`src/sv/srcd_pkg.sv`:
```
// ----------------------------------------------------------------------------
// srcd_pkg
// shared types and constants of the shift register chain driver
// ----------------------------------------------------------------------------
package srcd_pkg;

  localparam int MAX_CHIPS_DEF = 8;

  localparam int REQ_W = 2;
  localparam int POS_W = 6;
  localparam int VAL_W = 8;
  localparam int CC_W  = 4;

  localparam logic [CC_W-1:0] CHIP_COUNT_RST = 4'd8;

  typedef enum logic [REQ_W-1:0] {
    REQ_BIT   = 2'd0,
    REQ_BYTE  = 2'd1,
    REQ_CLEAR = 2'd2,
    REQ_SEND  = 2'd3
  } req_type_t;

  typedef enum logic {
    ST_IDLE,
    ST_SEND
  } state_t;

  typedef struct packed {
    logic wr_bit;
    logic wr_byte;
    logic clr;
    logic start;
    logic shift;
  } cmd_t;

  typedef struct packed {
    logic any_chips;
    logic last_bit;
    logic slot_free;
  } status_t;

endpackage

```
`src/sv/srcd_ifs.sv`:
```
// ----------------------------------------------------------------------------
// srcd interfaces
// request, result and configuration channels with valid/ready handshake
// ----------------------------------------------------------------------------
interface srcd_req_if;
  logic                         valid;
  logic                         ready;
  logic [srcd_pkg::REQ_W-1:0]   req_type;
  logic [srcd_pkg::POS_W-1:0]   position;
  logic [srcd_pkg::VAL_W-1:0]   value;

  modport source (output valid, req_type, position, value, input ready);
  modport sink (input valid, req_type, position, value, output ready);
endinterface

interface srcd_rsp_if;
  logic valid;
  logic ready;
  logic serial_bit;
  logic last;

  modport source (output valid, serial_bit, last, input ready);
  modport sink (input valid, serial_bit, last, output ready);
endinterface

interface srcd_cfg_if;
  logic                        valid;
  logic                        ready;
  logic [srcd_pkg::CC_W-1:0]   data;

  modport source (output valid, data, input ready);
  modport sink (input valid, data, output ready);
endinterface

```
`src/sv/srcd_ctrl.sv`:
```
// ----------------------------------------------------------------------------
// srcd_ctrl
// request decode and send sequencing
// ----------------------------------------------------------------------------
module srcd_ctrl (
  input  logic                clk,
  input  logic                rst,
  input  logic                in_valid,
  output logic                in_ready,
  input  srcd_pkg::req_type_t req_type,
  input  srcd_pkg::status_t   status,
  output srcd_pkg::cmd_t      cmd
);

  srcd_pkg::state_t state;
  srcd_pkg::state_t state_next;

  always_ff @(posedge clk) begin
    if (rst) begin
      state <= srcd_pkg::ST_IDLE;
    end else begin
      state <= state_next;
    end
  end

  always_comb begin
    state_next = state;
    in_ready   = 1'b0;
    cmd        = '0;
    case (state)
      srcd_pkg::ST_IDLE: begin
        in_ready = 1'b1;
        if (in_valid) begin
          case (req_type)
            srcd_pkg::REQ_BIT:   cmd.wr_bit  = 1'b1;
            srcd_pkg::REQ_BYTE:  cmd.wr_byte = 1'b1;
            srcd_pkg::REQ_CLEAR: cmd.clr     = 1'b1;
            srcd_pkg::REQ_SEND: begin
              if (status.any_chips) begin
                cmd.start  = 1'b1;
                state_next = srcd_pkg::ST_SEND;
              end
            end
            default: cmd = '0;
          endcase
        end
      end
      srcd_pkg::ST_SEND: begin
        if (status.slot_free) begin
          cmd.shift = 1'b1;
          if (status.last_bit) begin
            state_next = srcd_pkg::ST_IDLE;
          end
        end
      end
      default: state_next = srcd_pkg::ST_IDLE;
    endcase
  end

endmodule

```
`src/sv/srcd_dp.sv`:
```
// ----------------------------------------------------------------------------
// srcd_dp
// shadow byte store, chip count register, bit counter and output register
// ----------------------------------------------------------------------------
module srcd_dp #(
  parameter int MAX_CHIPS = srcd_pkg::MAX_CHIPS_DEF
) (
  input  logic                        clk,
  input  logic                        rst,
  input  logic                        cfg_we,
  input  logic [srcd_pkg::CC_W-1:0]   cfg_data,
  input  logic [srcd_pkg::POS_W-1:0]  position,
  input  logic [srcd_pkg::VAL_W-1:0]  value,
  input  srcd_pkg::cmd_t              cmd,
  output srcd_pkg::status_t           status,
  output logic                        out_valid,
  input  logic                        out_ready,
  output logic                        serial_bit,
  output logic                        last
);

  localparam int BW   = (MAX_CHIPS > 1) ? $clog2(MAX_CHIPS) : 1;
  localparam int CW   = $clog2(MAX_CHIPS + 1);
  localparam int CNTW = BW + 3;

  logic [srcd_pkg::CC_W-1:0]  chip_count;
  logic [CW-1:0]              n_chips;
  logic [CW-1:0]              n_m1;
  logic [srcd_pkg::POS_W-1:0] n_ext;
  logic [7:0]                 shadow [MAX_CHIPS];
  logic [CNTW-1:0]            cnt;
  logic [7:0]                 cur_byte;
  logic                       cur_bit;
  logic                       bit_ok;
  logic                       byte_ok;
  logic [BW-1:0]              bit_idx;
  logic [BW-1:0]              byte_idx;

  always_ff @(posedge clk) begin
    if (rst) begin
      chip_count <= srcd_pkg::CHIP_COUNT_RST;
    end else if (cfg_we) begin
      chip_count <= cfg_data;
    end
  end

  always_comb begin
    if (chip_count > srcd_pkg::CC_W'(MAX_CHIPS)) begin
      n_chips = CW'(MAX_CHIPS);
    end else begin
      n_chips = CW'(chip_count);
    end
    n_m1     = n_chips - CW'(1);
    n_ext    = srcd_pkg::POS_W'(n_chips);
    bit_ok   = srcd_pkg::POS_W'(position[5:3]) < n_ext;
    byte_ok  = position < n_ext;
    bit_idx  = position[3 +: BW];
    byte_idx = position[BW-1:0];
    cur_byte = shadow[cnt[CNTW-1:3]];
    cur_bit  = cur_byte[3'(3'd7 - cnt[2:0])];
  end

  always_ff @(posedge clk) begin
    if (rst) begin
      for (int b = 0; b < MAX_CHIPS; b++) begin
        shadow[b] <= 8'd0;
      end
    end else if (cmd.wr_bit && bit_ok) begin
      shadow[bit_idx][position[2:0]] <= value[0];
    end else if (cmd.wr_byte && byte_ok) begin
      shadow[byte_idx] <= value;
    end else if (cmd.clr) begin
      for (int b = 0; b < MAX_CHIPS; b++) begin
        if (CW'(b) < n_chips) begin
          shadow[b] <= 8'd0;
        end
      end
    end
  end

  always_ff @(posedge clk) begin
    if (cmd.start) begin
      cnt <= '0;
    end else if (cmd.shift) begin
      cnt <= cnt + CNTW'(1);
    end
  end

  always_ff @(posedge clk) begin
    if (rst) begin
      out_valid <= 1'b0;
    end else if (cmd.shift) begin
      out_valid <= 1'b1;
    end else if (out_ready) begin
      out_valid <= 1'b0;
    end
  end

  always_ff @(posedge clk) begin
    if (cmd.shift) begin
      serial_bit <= cur_bit;
      last       <= status.last_bit;
    end
  end

  always_comb begin
    status.any_chips = n_chips != '0;
    status.last_bit  = (cnt[CNTW-1:3] == BW'(n_m1)) && (cnt[2:0] == 3'd7);
    status.slot_free = !out_valid || out_ready;
  end

endmodule

```
`src/sv/shift_register_chain_driver_top.sv`:
```
// ----------------------------------------------------------------------------
// shift_register_chain_driver_top
// shadow store and serializer for a chain of serial-in parallel-out chips
// ----------------------------------------------------------------------------
// Bit writes, byte writes and clears update the store when accepted. A send
// beat is accepted, then the store goes out one bit per cycle while the result
// side takes them, byte 0 first and MSB first, 8 result beats per chip in use
// (chip_count, capped at MAX_CHIPS) with last set on the final one; a single
// bit counter walks the store. No request is taken during a send. A send with
// no chips in use gives no beats. The user must write chip_count through cfg
// only while the block is idle; the block itself does not enforce it.
module shift_register_chain_driver_top #(
  parameter int MAX_CHIPS = srcd_pkg::MAX_CHIPS_DEF
) (
  input  logic       clk,
  input  logic       rst,
  srcd_cfg_if.sink   cfg,
  srcd_req_if.sink   req,
  srcd_rsp_if.source rsp
);

  srcd_pkg::cmd_t    cmd;
  srcd_pkg::status_t status;

  assign cfg.ready = 1'b1;

  srcd_ctrl u_ctrl (
    .clk      (clk),
    .rst      (rst),
    .in_valid (req.valid),
    .in_ready (req.ready),
    .req_type (srcd_pkg::req_type_t'(req.req_type)),
    .status   (status),
    .cmd      (cmd)
  );

  srcd_dp #(
    .MAX_CHIPS (MAX_CHIPS)
  ) u_dp (
    .clk        (clk),
    .rst        (rst),
    .cfg_we     (cfg.valid),
    .cfg_data   (cfg.data),
    .position   (req.position),
    .value      (req.value),
    .cmd        (cmd),
    .status     (status),
    .out_valid  (rsp.valid),
    .out_ready  (rsp.ready),
    .serial_bit (rsp.serial_bit),
    .last       (rsp.last)
  );

endmodule
```
`src/flat_wrapper.sv`:
```
// flat-port wrapper written by rule: the top's interface ports become plain ports
module shift_register_chain_driver_top_flat 
#(
  parameter int MAX_CHIPS = srcd_pkg::MAX_CHIPS_DEF
)
  (clk, rst, cfg_valid, cfg_data, cfg_ready, req_valid, req_req_type, req_position, req_value, req_ready, rsp_valid, rsp_serial_bit, rsp_last, rsp_ready);
  srcd_cfg_if cfg_i ();
  srcd_req_if req_i ();
  srcd_rsp_if rsp_i ();
  input  logic clk;
  input  logic rst;
  input wire logic [$bits(cfg_i.valid)-1:0] cfg_valid;
  input wire logic [$bits(cfg_i.data)-1:0] cfg_data;
  output wire logic [$bits(cfg_i.ready)-1:0] cfg_ready;
  input wire logic [$bits(req_i.valid)-1:0] req_valid;
  input wire logic [$bits(req_i.req_type)-1:0] req_req_type;
  input wire logic [$bits(req_i.position)-1:0] req_position;
  input wire logic [$bits(req_i.value)-1:0] req_value;
  output wire logic [$bits(req_i.ready)-1:0] req_ready;
  output wire logic [$bits(rsp_i.valid)-1:0] rsp_valid;
  output wire logic [$bits(rsp_i.serial_bit)-1:0] rsp_serial_bit;
  output wire logic [$bits(rsp_i.last)-1:0] rsp_last;
  input wire logic [$bits(rsp_i.ready)-1:0] rsp_ready;
  assign cfg_i.valid = cfg_valid;
  assign cfg_i.data = cfg_data;
  assign cfg_ready = cfg_i.ready;
  assign req_i.valid = req_valid;
  assign req_i.req_type = req_req_type;
  assign req_i.position = req_position;
  assign req_i.value = req_value;
  assign req_ready = req_i.ready;
  assign rsp_valid = rsp_i.valid;
  assign rsp_serial_bit = rsp_i.serial_bit;
  assign rsp_last = rsp_i.last;
  assign rsp_i.ready = rsp_ready;
  shift_register_chain_driver_top #(.MAX_CHIPS(MAX_CHIPS)) u_core (.clk(clk), .rst(rst), .cfg(cfg_i), .req(req_i), .rsp(rsp_i));
endmodule
```
`config.mk`:
```
export PLATFORM = sky130hd
export DESIGN_NAME = shift_register_chain_driver_top_flat
export DESIGN_NICKNAME = d
export VERILOG_FILES = /design/src/sv/srcd_pkg.sv /design/src/sv/srcd_ifs.sv /design/src/sv/srcd_ctrl.sv /design/src/sv/srcd_dp.sv /design/src/sv/shift_register_chain_driver_top.sv /design/src/flat_wrapper.sv
export SDC_FILE = /design/constraint.sdc
export NUM_CORES = 1
export LEC_CHECK = 0
export BUFFER_PORTS_ARGS = -buffer_cell sky130_fd_sc_hd__buf_2
export CORE_MARGIN = 2
export CORE_UTILIZATION = 61
export CTS_CLUSTER_DIAMETER = 100
export DETAILED_ROUTE_END_ITERATION = 7
export PLACE_DENSITY = 0.8
export RECOVER_POWER = 25
export SYNTH_ARGS = -nofsm -noshare
export SYNTH_HDL_FRONTEND = slang
export SYNTH_SLANG_ARGS = --single-unit
```
`constraint.sdc`:
```
create_clock -name clk -period 3.11 [get_ports clk]
set_clock_uncertainty 0.15 [all_clocks]
set_input_delay 0.622 -clock clk [delete_from_list [all_inputs] [get_ports clk]]
set_output_delay 0.622 -clock clk [all_outputs]
set_load 0.03 [all_outputs]
```
# Word-level counts from Yosys, hierarchy flattened
# Memory sizes are Yosys's and may differ from the RTL's. A register that Yosys moved wholly into a read port is not among the register bits.
# Cells that the tools add are included.
# op_classes
addsub	3
magnitude_cmp	14
n_eq_ne	5
n_mux	94
n_bitwise	9
reduce_logical	11
# ops
operator	count
8-bit two-way mux	13
1-bit two-way mux	70
3-bit by 4-bit less-than comparator with 1-bit output, first input constant	4
8-bit OR reduction	2
3-bit two-way mux	4
1-bit by 4-bit less-than comparator with 1-bit output, first input constant	2
2-bit by 4-bit less-than comparator with 1-bit output, first input constant	2
3-bit by 4-bit less-than comparator with 1-bit output, second input constant	2
4-bit two-way mux	2
1-bit OR	8
6-bit by 1-bit adder with 6-bit output, second input constant	1
6-bit by 4-bit less-than comparator with 1-bit output	1
5-bit two-way mux	1
2-bit == test, second input constant	2
4-bit > comparator, second input constant	1
1-bit logical AND	4
3-bit by 4-bit less-than comparator with 1-bit output	1
1-bit case mux with 2 select lines	2
4-bit nonzero test	1
1-bit binary-select mux with 3-bit select	1
1-bit demux with 3-bit select	1
3-bit == test	1
3-bit == test, second input constant	1
3-bit by 1-bit >= comparator with 1-bit output, second input constant	1
8 further kinds	8
# word_totals
register_bits	14
ram_bits	64
output_inout_bits	5
word_cells	143
n_memories	1
# mem_list
name	words	word_bits	read_ports	rd_clocked_by_memory_dff	write_ports	line_no	rtl
u_core.u_dp.shadow	8	8	1	1	8	srcd_dp.sv:30	logic [7:0] shadow [MAX_CHIPS];

# Depth between registers and ports, before layout
# Gate-level depths: netlist of run 1.
# depth
word_depth	15
ltp_mapped	11

# Cells and area by module
# Synthesis of run 1 repeated with hierarchy kept, for this count alone.
# hier_totals
hier_cells	447
hier_area_um2	4777.1
# by_module_without_submodules
mod	n_inst	cells_per_inst	area_per_inst_um2
srcd_dp	1	433	4664.5
srcd_ctrl	1	12	101.3
shift_register_chain_driver_top	1	2	11.3

# Worst setup path before layout of run 1
# Ideal clock, no wire load.
# synth_path
path_kind	input port to flip-flop
start	input port rst
end	memory u_core.u_dp.shadow[5][1] (enable)
arrival_ns	2.470
setup_slack_ns	0.187
path_stages	9
n_path_buf	4
cell_sequence	buf_6 or4b_1 buf_2 nor4_4 a32oi_1 or2_1 buf_2 buf_6 o21ai_1
# synth_rtl
item	line_no	rtl
start, declared	flat_wrapper.sv:11	input logic rst;
end, declared	srcd_dp.sv:30	

==> results of run 1 <==
timing repair:
| action | 4_1_cts | 5_1_grt |
|---|---|---|
| endpoints found under the setup margin | 0 | 78 |
| resized for setup | 0 | 12 |
| setup buffers | 0 | 0 |
routing by layer:
metal / track usage (%) / part of all wire [%]
met5: 0 / 0
met3: 5.17 / 10
met1: 38.7 / 38
met2: 50.3 / 50
met4: 11.9 / 2.2
layout by cell type, fill, tap and decap left out, types with 4 or more instances in the layout:
cell       n
nand3_1   11
nor2b_1    4
buf_4     20
edfxtp_1  66
o21ai_1    4
mux2i_1   24
a21oi_1   14
a31oi_1    5
nand2_1   16
clkbuf_1   8
a22oi_1   11
buf_2     23
xnor2_1    4
a31oi_2    4
ha_1       9
dfxtp_1   15
inv_1      9
nor3_1     8
mux4_2     8
o21ai_0   63
clkbuf_8   9
nor2_1    78
and3_1     4
worst max path at each step:
stage / startpoint / end / slack (ns) / cells past startpoint
after detailed placement: req_position[3] / u_core.u_dp.shadow[5][7]$_SDFFCE_PN0P_ / -0.05 / 8
after global routing: u_core.u_dp.chip_count[3]$_SDFFE_PP1P_ / u_core.u_dp.shadow[5][5]$_SDFFCE_PN0P_ / -0.02 / 8
final: u_core.u_dp.chip_count[3]$_SDFFE_PP1P_ / u_core.u_dp.shadow[4][2]$_SDFFCE_PN0P_ / 0.1 / 10
after floorplan: rst / u_core.u_dp.shadow[5][1]$_SDFFCE_PN0P_ / 0.19 / 9
after global placement: req_position[2] / u_core.u_dp.shadow[2][0]$_SDFFCE_PN0P_ / 0.1 / 9
after CTS: u_core.u_dp.chip_count[3]$_SDFFE_PP1P_ / u_core.u_dp.shadow[5][7]$_SDFFCE_PN0P_ / 0.008 / 10
registers in the layout, summed over array words and instances, names as in the netlist, named ones only:
name and flops:
u_core.u_ctrl.state 1, u_core.u_dp.shadow 64, u_core.u_dp.serial_bit 1, u_core.u_dp.chip_count 4
u_core.u_dp.cnt 6, u_core.u_dp.last 1, u_core.u_dp.out_valid 1
through the flow:
stage	total power [mW]	cell area, um^2	instances
after floorplan	1.51	4440	429
after global placement	1.61	4760	556
after detailed placement	1.63	4760	556
after CTS	2.45	4980	572
after global routing	2.53	5010	572
final	2.46	5010	572
final cells by class:
type,instances,area (um^2),share of cell area [%]
clock inverters,4,46.3,0.923
well taps,99,124,2.47
clock buffers,12,178,3.54
flip-flops and latches,81,2280,45.5
multi-input cells,315,2020,40.3
repair buffers,52,332,6.61
inverters,9,33.8,0.674
critical path, cell delays in order (launching register included):
cell,delay [ns]
dfxtp_1,0.36
inv_1,0.17
nand2_1,0.19
ha_1,0.32
nand3_1,0.09
a21oi_2,0.17
nor4_4,0.05
buf_4,0.17
buf_4,0.20
a22oi_1,0.73
nor2_1,0.12
power groups by stage:
stage	clock, mW	sequential (mW)	combinational [mW]
4_1_cts	0.847	1.30	0.304
3_5_place_dp	0	1.33	0.302
3_3_place_gp	0	1.32	0.290
5_1_grt	0.881	1.31	0.345
6_report	0.853	1.30	0.309
2_1_floorplan	0	1.29	0.220
logic make-up after synthesis:
logic type	synth area share (%)
and+or+nand+nor	15.6
AOI/OAI and AO/OA	15.4
DFF	51.4
buffers and inverters	4.09
muxes	9.47
adders and majority gates	2.54
xor gates and xnor gates	1.38
other	0.0845
==> run_summary.xml, run 1 <==
<?xml version="1.0" encoding="UTF-8"?>
<metrics>
  <group name="outcome">
    <metric name="status" unit="">complete, no violations</metric>
  </group>
  <group name="floorplan">
    <metric name="die_w" unit="um">89.3</metric>
    <metric name="boundaryPins" unit="">30</metric>
    <metric name="core-area" unit="um^2">7140</metric>
    <metric name="floorplan.die_area" unit="um^2">7970</metric>
    <metric name="effective_utilization_at_floorplan" unit="%">62.2</metric>
    <metric name="die_h" unit="um">89.3</metric>
    <metric name="rows" unit="">31</metric>
  </group>
  <group name="min_path">
    <metric name="worst_hold_path.endpoint" unit="">u_core.u_dp.chip_count[3]$_SDFFE_PP1P_</metric>
    <metric name="hold-path-cell-count" unit="">3</metric>
    <metric name="min_from" unit="">cfg_data[3]</metric>
    <metric name="worstHoldPathType" unit="">input pin to flip-flop</metric>
  </group>
  <group name="logic_synthesis">
    <metric name="synth_warnings" unit="">0</metric>
    <metric name="area_of_the_mapped_netlist" unit="um^2">4440</metric>
    <metric name="synth_flop_cell" unit="">edfxtp_1</metric>
    <metric name="post_synth_inst_count" unit="">429</metric>
    <metric name="yosys_register_bits" unit="">81</metric>
    <metric name="yosysSeqAreaShare" unit="%">51.4</metric>
    <metric name="most_used_standard_cell_by_instance_count_after_synthesis" unit="">nor2_1</metric>
    <metric name="synthDistinctLibCells" unit="">48</metric>
    <metric name="synth_area_leaders" unit="">edfxtp_1, o21ai_0, dfxtp_1</metric>
    <metric name="synth.avg_cell_area" unit="um^2">10.3</metric>
    <metric name="synth_top_cell_by_area" unit="">edfxtp_1</metric>
    <metric name="synth_edf_count" unit="">66</metric>
    <metric name="post_synth_top_area_share" unit="%">44.7</metric>
    <metric name="syn-num-nets" unit="">463</metric>
    <metric name="yosys-top-cells-count" unit="">nor2_1, edfxtp_1, o21ai_0</metric>
    <metric name="asyncSetResetFlopFracSynth" unit="%">0</metric>
  </group>
  <group name="cts">
    <metric name="number_of_levels_in_the_clock_h_tree" unit="">3</metric>
    <metric name="cts_hold_buffers" unit="">0</metric>
    <metric name="ctsRootBufferMaster" unit="">clkbuf_8</metric>
    <metric name="clock_tree_buf_depth" unit="">2</metric>
    <metric name="tritoncts" unit="">done</metric>
    <metric name="clk-insertion-delay-late" unit="ns">0.36</metric>
    <metric name="clock-sinks" unit="">81</metric>
    <metric name="tritoncts.num_buffers" unit="">9</metric>
    <metric name="clk_pin_slew_worst_paths" unit="ns">0.08</metric>
  </group>
  <group name="sta">
    <metric name="hold-worst-slack" unit="ns">0.326</metric>
    <metric name="layout_worst_path_cycle_share" unit="%">96.8</metric>
    <metric name="layout_min_cycle_time" unit="ns">3.01</metric>
    <metric name="final-max-slew-violation-count" unit="">0</metric>
    <metric name="setup_viol" unit="">0</metric>
    <metric name="slew_headroom" unit="%">24.7</metric>
    <metric name="timing_hold_violations_final" unit="">0</metric>
    <metric name="final.setup.tns" unit="ns">0</metric>
    <metric name="timing_worst_slew_pin_value" unit="ns">1.12</metric>
    <metric name="postLayoutSetupSlackWorst" unit="ns">0.0992</metric>
    <metric name="rsz0062_at_grt" unit="">yes</metric>
    <metric name="max_freq" unit="GHz">0.332</metric>
  </group>
  <group name="grt">
    <metric name="first_global_vias" unit="">3484</metric>
    <metric name="grt_pass1_wl" unit="um">17600</metric>
    <metric name="grt_max_degree" unit="">17</metric>
    <metric name="gr-usage-all-layers" unit="%">29.9</metric>
    <metric name="antenna_found_initial" unit="">0</metric>
    <metric name="grt_remaining_overflow" unit="">0</metric>
  </group>
  <group name="layout">
    <metric name="antenna-diode-count" unit="">0</metric>
    <metric name="num-nets-final" unit="">502</metric>
    <metric name="layout.core_utilization" unit="%">70.2</metric>
    <metric name="area_growth_syn_to_layout" unit="%">13.0</metric>
    <metric name="layout-drive-gt1-share" unit="%">18.6</metric>
    <metric name="fillCellCount" unit="">520</metric>
  </group>
  <group name="setup_path">
    <metric name="r2r.worst_path.cells" unit="">10</metric>
    <metric name="required" unit="ns">3.04</metric>
    <metric name="critical_path.endpoint_type" unit="">flip-flop</metric>
    <metric name="criticalPathCategory" unit="">flip-flop to flip-flop</metric>
    <metric name="crit_path_max_fanout" unit="">16</metric>
    <metric name="rr_startpoint" unit="">u_core.u_dp.chip_count[3]$_SDFFE_PP1P_</metric>
    <metric name="worstSetupStartpointType" unit="">flip-flop</metric>
    <metric name="r2r-end" unit="">u_core.u_dp.shadow[4][2]$_SDFFCE_PN0P_</metric>
    <metric name="worst_ep_arrival_time" unit="ns">2.94</metric>
    <metric name="r2r_setup_slack" unit="ns">0.1</metric>
  </group>
  <group name="routing">
    <metric name="num_vias" unit="">3610</metric>
    <metric name="drc" unit="">0</metric>
    <metric name="detail_route.vias_per_cell" unit="">6.31</metric>
    <metric name="drt.antenna.violating_nets" unit="">0</metric>
    <metric name="wl" unit="um">11200</metric>
    <metric name="detail_route.first_pass.iterations" unit="">6</metric>
    <metric name="route.detailed.wl_per_inst" unit="um">19.5</metric>
    <metric name="drt_first_iter_violations" unit="">387</metric>
  </group>
  <group name="placement">
    <metric name="hpwlAfterDp" unit="um">7910</metric>
    <metric name="gp_congestion" unit="">0.920</metric>
    <metric name="detailedPlace.worstSlack" unit="ns">-0.0476</metric>
    <metric name="io_buffer_count" unit="">28</metric>
  </group>
  <group name="power">
    <metric name="internal_power" unit="mW">1.83</metric>
    <metric name="switching_share" unit="%">25.6</metric>
    <metric name="power_per_cell_area" unit="nW/um^2">492</metric>
    <metric name="switching_power" unit="uW">630</metric>
    <metric name="peakVddDrop" unit="V">0.000272</metric>
    <metric name="p_seq_share" unit="%">52.8</metric>
    <metric name="comb_power_share" unit="%">12.5</metric>
    <metric name="power.clock.fraction" unit="%">34.6</metric>
    <metric name="power.static_leakage" unit="nW">1.73</metric>
  </group>
  <group name="run">
    <metric name="max_cap_violations" unit="">0</metric>
  </group>
</metrics>
(Power assumes the default switching activity.)
==> run 2, diff against run 1 <==
- CORE_ASPECT_RATIO: default -> 0.5
==> run_summary.xml, run 2 (synthesis results as in run 1) <==
<?xml version="1.0" encoding="UTF-8"?>
<metrics>
  <group name="outcome">
    <metric name="status" unit="">complete, no violations</metric>
  </group>
  <group name="layout">
    <metric name="regMostFlops" unit="">u_core.u_dp.shadow</metric>
    <metric name="layout-drive-gt1-share" unit="%">19.3</metric>
    <metric name="antenna-diode-count" unit="">0</metric>
    <metric name="area_growth_syn_to_layout" unit="%">14.9</metric>
    <metric name="layout.cells.most_common" unit="">nor2_1</metric>
    <metric name="flip_flop_count_of_the_largest_register_all_copies_and_words_added" unit="">64</metric>
    <metric name="reg_top3" unit="">u_core.u_dp.shadow: 64 flops, u_core.u_dp.cnt: 6 flops, u_core.u_dp.chip_count: 4 flops</metric>
    <metric name="num-nets-final" unit="">506</metric>
    <metric name="final_cell_mix" unit="">nor2_1, edfxtp_1, o21ai_0, mux2i_1, buf_4</metric>
  </group>
  <group name="sta">
    <metric name="hold-worst-slack" unit="ns">0.374</metric>
    <metric name="max_freq" unit="GHz">0.332</metric>
    <metric name="layout_worst_path_cycle_share" unit="%">96.9</metric>
    <metric name="timing_worst_slew_pin_value" unit="ns">1.27</metric>
    <metric name="layout_min_cycle_time" unit="ns">3.01</metric>
    <metric name="final-max-slew-violation-count" unit="">0</metric>
    <metric name="postLayoutSetupSlackWorst" unit="ns">0.0954</metric>
    <metric name="timing_hold_violations_final" unit="">0</metric>
    <metric name="setup_viol" unit="">0</metric>
    <metric name="slew_headroom" unit="%">14.1</metric>
    <metric name="final.setup.tns" unit="ns">0</metric>
  </group>
  <group name="cts">
    <metric name="clk-insertion-delay-late" unit="ns">0.34</metric>
    <metric name="post-cts-setup-buffer-count" unit="">0</metric>
    <metric name="cts_hold_buffers" unit="">0</metric>
    <metric name="ctsRootBufferMaster" unit="">clkbuf_16</metric>
    <metric name="clock-sinks" unit="">81</metric>
    <metric name="tritoncts" unit="">done</metric>
    <metric name="tritoncts.num_buffers" unit="">9</metric>
    <metric name="clock_tree_buf_depth" unit="">2</metric>
    <metric name="clk_pin_slew_worst_paths" unit="ns">0.06</metric>
    <metric name="number_of_levels_in_the_clock_h_tree" unit="">3</metric>
    <metric name="post_cts.resized_instances" unit="">0</metric>
  </group>
  <group name="floorplan">
    <metric name="core-area" unit="um^2">6860</metric>
    <metric name="effective_utilization_at_floorplan" unit="%">64.7</metric>
    <metric name="floorplan.die_area" unit="um^2">8020</metric>
    <metric name="die_w" unit="um">125</metric>
    <metric name="rows" unit="">21</metric>
    <metric name="boundaryPins" unit="">30</metric>
    <metric name="die_h" unit="um">64.3</metric>
  </group>
  <group name="setup_path">
    <metric name="worst_ep_arrival_time" unit="ns">2.89</metric>
    <metric name="r2r_setup_slack" unit="ns">0.1</metric>
    <metric name="rr_startpoint" unit="">u_core.u_dp.chip_count[3]$_SDFFE_PP1P_</metric>
    <metric name="required" unit="ns">2.99</metric>
    <metric name="worstSetupStartpointType" unit="">flip-flop</metric>
    <metric name="r2r.worst_path.cells" unit="">9</metric>
    <metric name="crit_path_max_fanout" unit="">16</metric>
    <metric name="criticalPathCategory" unit="">flip-flop to flip-flop</metric>
    <metric name="r2r-end" unit="">u_core.u_dp.shadow[0][7]$_SDFFCE_PN0P_</metric>
    <metric name="critical_path.endpoint_type" unit="">flip-flop</metric>
  </group>
  <group name="grt">
    <metric name="antenna_found_initial" unit="">0</metric>
    <metric name="grt_remaining_overflow" unit="">0</metric>
    <metric name="first_global_vias" unit="">3545</metric>
    <metric name="gr-usage-all-layers" unit="%">29.8</metric>
    <metric name="grt_max_degree" unit="">17</metric>
    <metric name="grt_pass1_wl" unit="um">18000</metric>
  </group>
  <group name="routing">
    <metric name="detail_route.first_pass.iterations" unit="">6</metric>
    <metric name="drt.antenna.violating_nets" unit="">0</metric>
    <metric name="drc" unit="">0</metric>
    <metric name="drt_first_iter_violations" unit="">496</metric>
    <metric name="num_vias" unit="">3767</metric>
    <metric name="wl" unit="um">11400</metric>
    <metric name="route.detailed.wl_per_inst" unit="um">20.0</metric>
    <metric name="detail_route.vias_per_cell" unit="">6.62</metric>
  </group>
  <group name="placement">
    <metric name="detailedPlace.worstSlack" unit="ns">-0.0752</metric>
    <metric name="io_buffer_count" unit="">28</metric>
    <metric name="gp_congestion" unit="">0.927</metric>
    <metric name="hpwlAfterDp" unit="um">8070</metric>
  </group>
  <group name="min_path">
    <metric name="hold-path-cell-count" unit="">3</metric>
    <metric name="worst_hold_path.endpoint" unit="">u_core.u_dp.chip_count[0]$_SDFFE_PP0P_</metric>
    <metric name="min_from" unit="">cfg_data[0]</metric>
    <metric name="worstHoldPathType" unit="">input pin to flip-flop</metric>
  </group>
  <group name="power">
    <metric name="power.static_leakage" unit="nW">1.77</metric>
    <metric name="peakVddDrop" unit="V">0.000435</metric>
    <metric name="power_per_cell_area" unit="nW/um^2">523</metric>
  </group>
  <group name="run">
    <metric name="max_cap_violations" unit="">0</metric>
  </group>
</metrics>
-- run 2: cell count changes in the layout (fill, tap and decap cells not counted), sizes merged --
cell,before,now
inv,10,9
buf,45,49
clkbuf,19,17
clkinv,2,3
clkinvlp,0,2
-- run 2: worst max path at each step --
stage / from / endpoint / slack, ns / depth (start not counted)
2_1_floorplan: rst / u_core.u_dp.shadow[5][1]$_SDFFCE_PN0P_ / 0.19 / 9
3_3_place_gp: req_position[2] / u_core.u_dp.shadow[3][2]$_SDFFCE_PN0P_ / 0.08 / 9
3_5_place_dp: req_position[2] / u_core.u_dp.shadow[3][1]$_SDFFCE_PN0P_ / -0.08 / 9
4_1_cts: u_core.u_dp.chip_count[3]$_SDFFE_PP1P_ / u_core.u_dp.shadow[2][2]$_SDFFCE_PN0P_ / 0.02 / 10
5_1_grt: u_core.u_dp.chip_count[3]$_SDFFE_PP1P_ / u_core.u_dp.shadow[6][5]$_SDFFCE_PN0P_ / -0.009 / 9
6_report: u_core.u_dp.chip_count[3]$_SDFFE_PP1P_ / u_core.u_dp.shadow[0][7]$_SDFFCE_PN0P_ / 0.1 / 9
-- run 2: per-stage QoR --
stage | total power, mW | std cells | utilization [%] | instance area, um^2
final | 2.67 | 569 | 74.3 | 5100
after global routing | 2.75 | 569 | 74.3 | 5100
after CTS | 2.65 | 569 | 73.9 | 5070
after detailed placement | 1.64 | 553 | 69.7 | 4780
after global placement | 1.62 | 553 | 69.7 | 4780
after floorplan | 1.51 | 429 | - | 4440
-- run 2: cell type report --
class / instances / area (um^2)
Sequential cell: 81 / 2280
Clock buffer: 10 / 229
Multi-Input combinational cell: 315 / 2020
Fill cell: 452 / 1760
Clock inverter: 6 / 58.8
Tap cell: 92 / 115
Timing Repair Buffer: 56 / 362
Inverter: 9 / 33.8
-- run 2: worst max-delay path, cell delays in order (launching register included) --
cell	delay, ns
dfxtp_1	0.35
nand2b_2	0.24
ha_1	0.31
a21oi_1	0.17
and2b_2	0.25
nor4_4	0.27
buf_4	0.21
buf_4	0.24
a31oi_1	0.17
o21ai_0	0.34
-- run 2: layer usage --
| layer | track usage (%) | routed length [um] | vias up |
|---|---|---|---|
| li1 | - | - | 1673 |
| met1 | 39.4 | 4370 | 1794 |
| met2 | 46.7 | 5210 | 274 |
| met3 | 9.63 | 1600 | 26 |
| met4 | 11.0 | 199 | 0 |
| met5 | 0 | 0 | - |
-- run 2: where the power goes --
part / internal, mW / switching (mW) / total [mW]
sequential: 1.24 / 0.0651 / 1.31
clock: 0.616 / 0.413 / 1.03
combinational: 0.134 / 0.197 / 0.331
total: 1.99 / 0.675 / 2.67
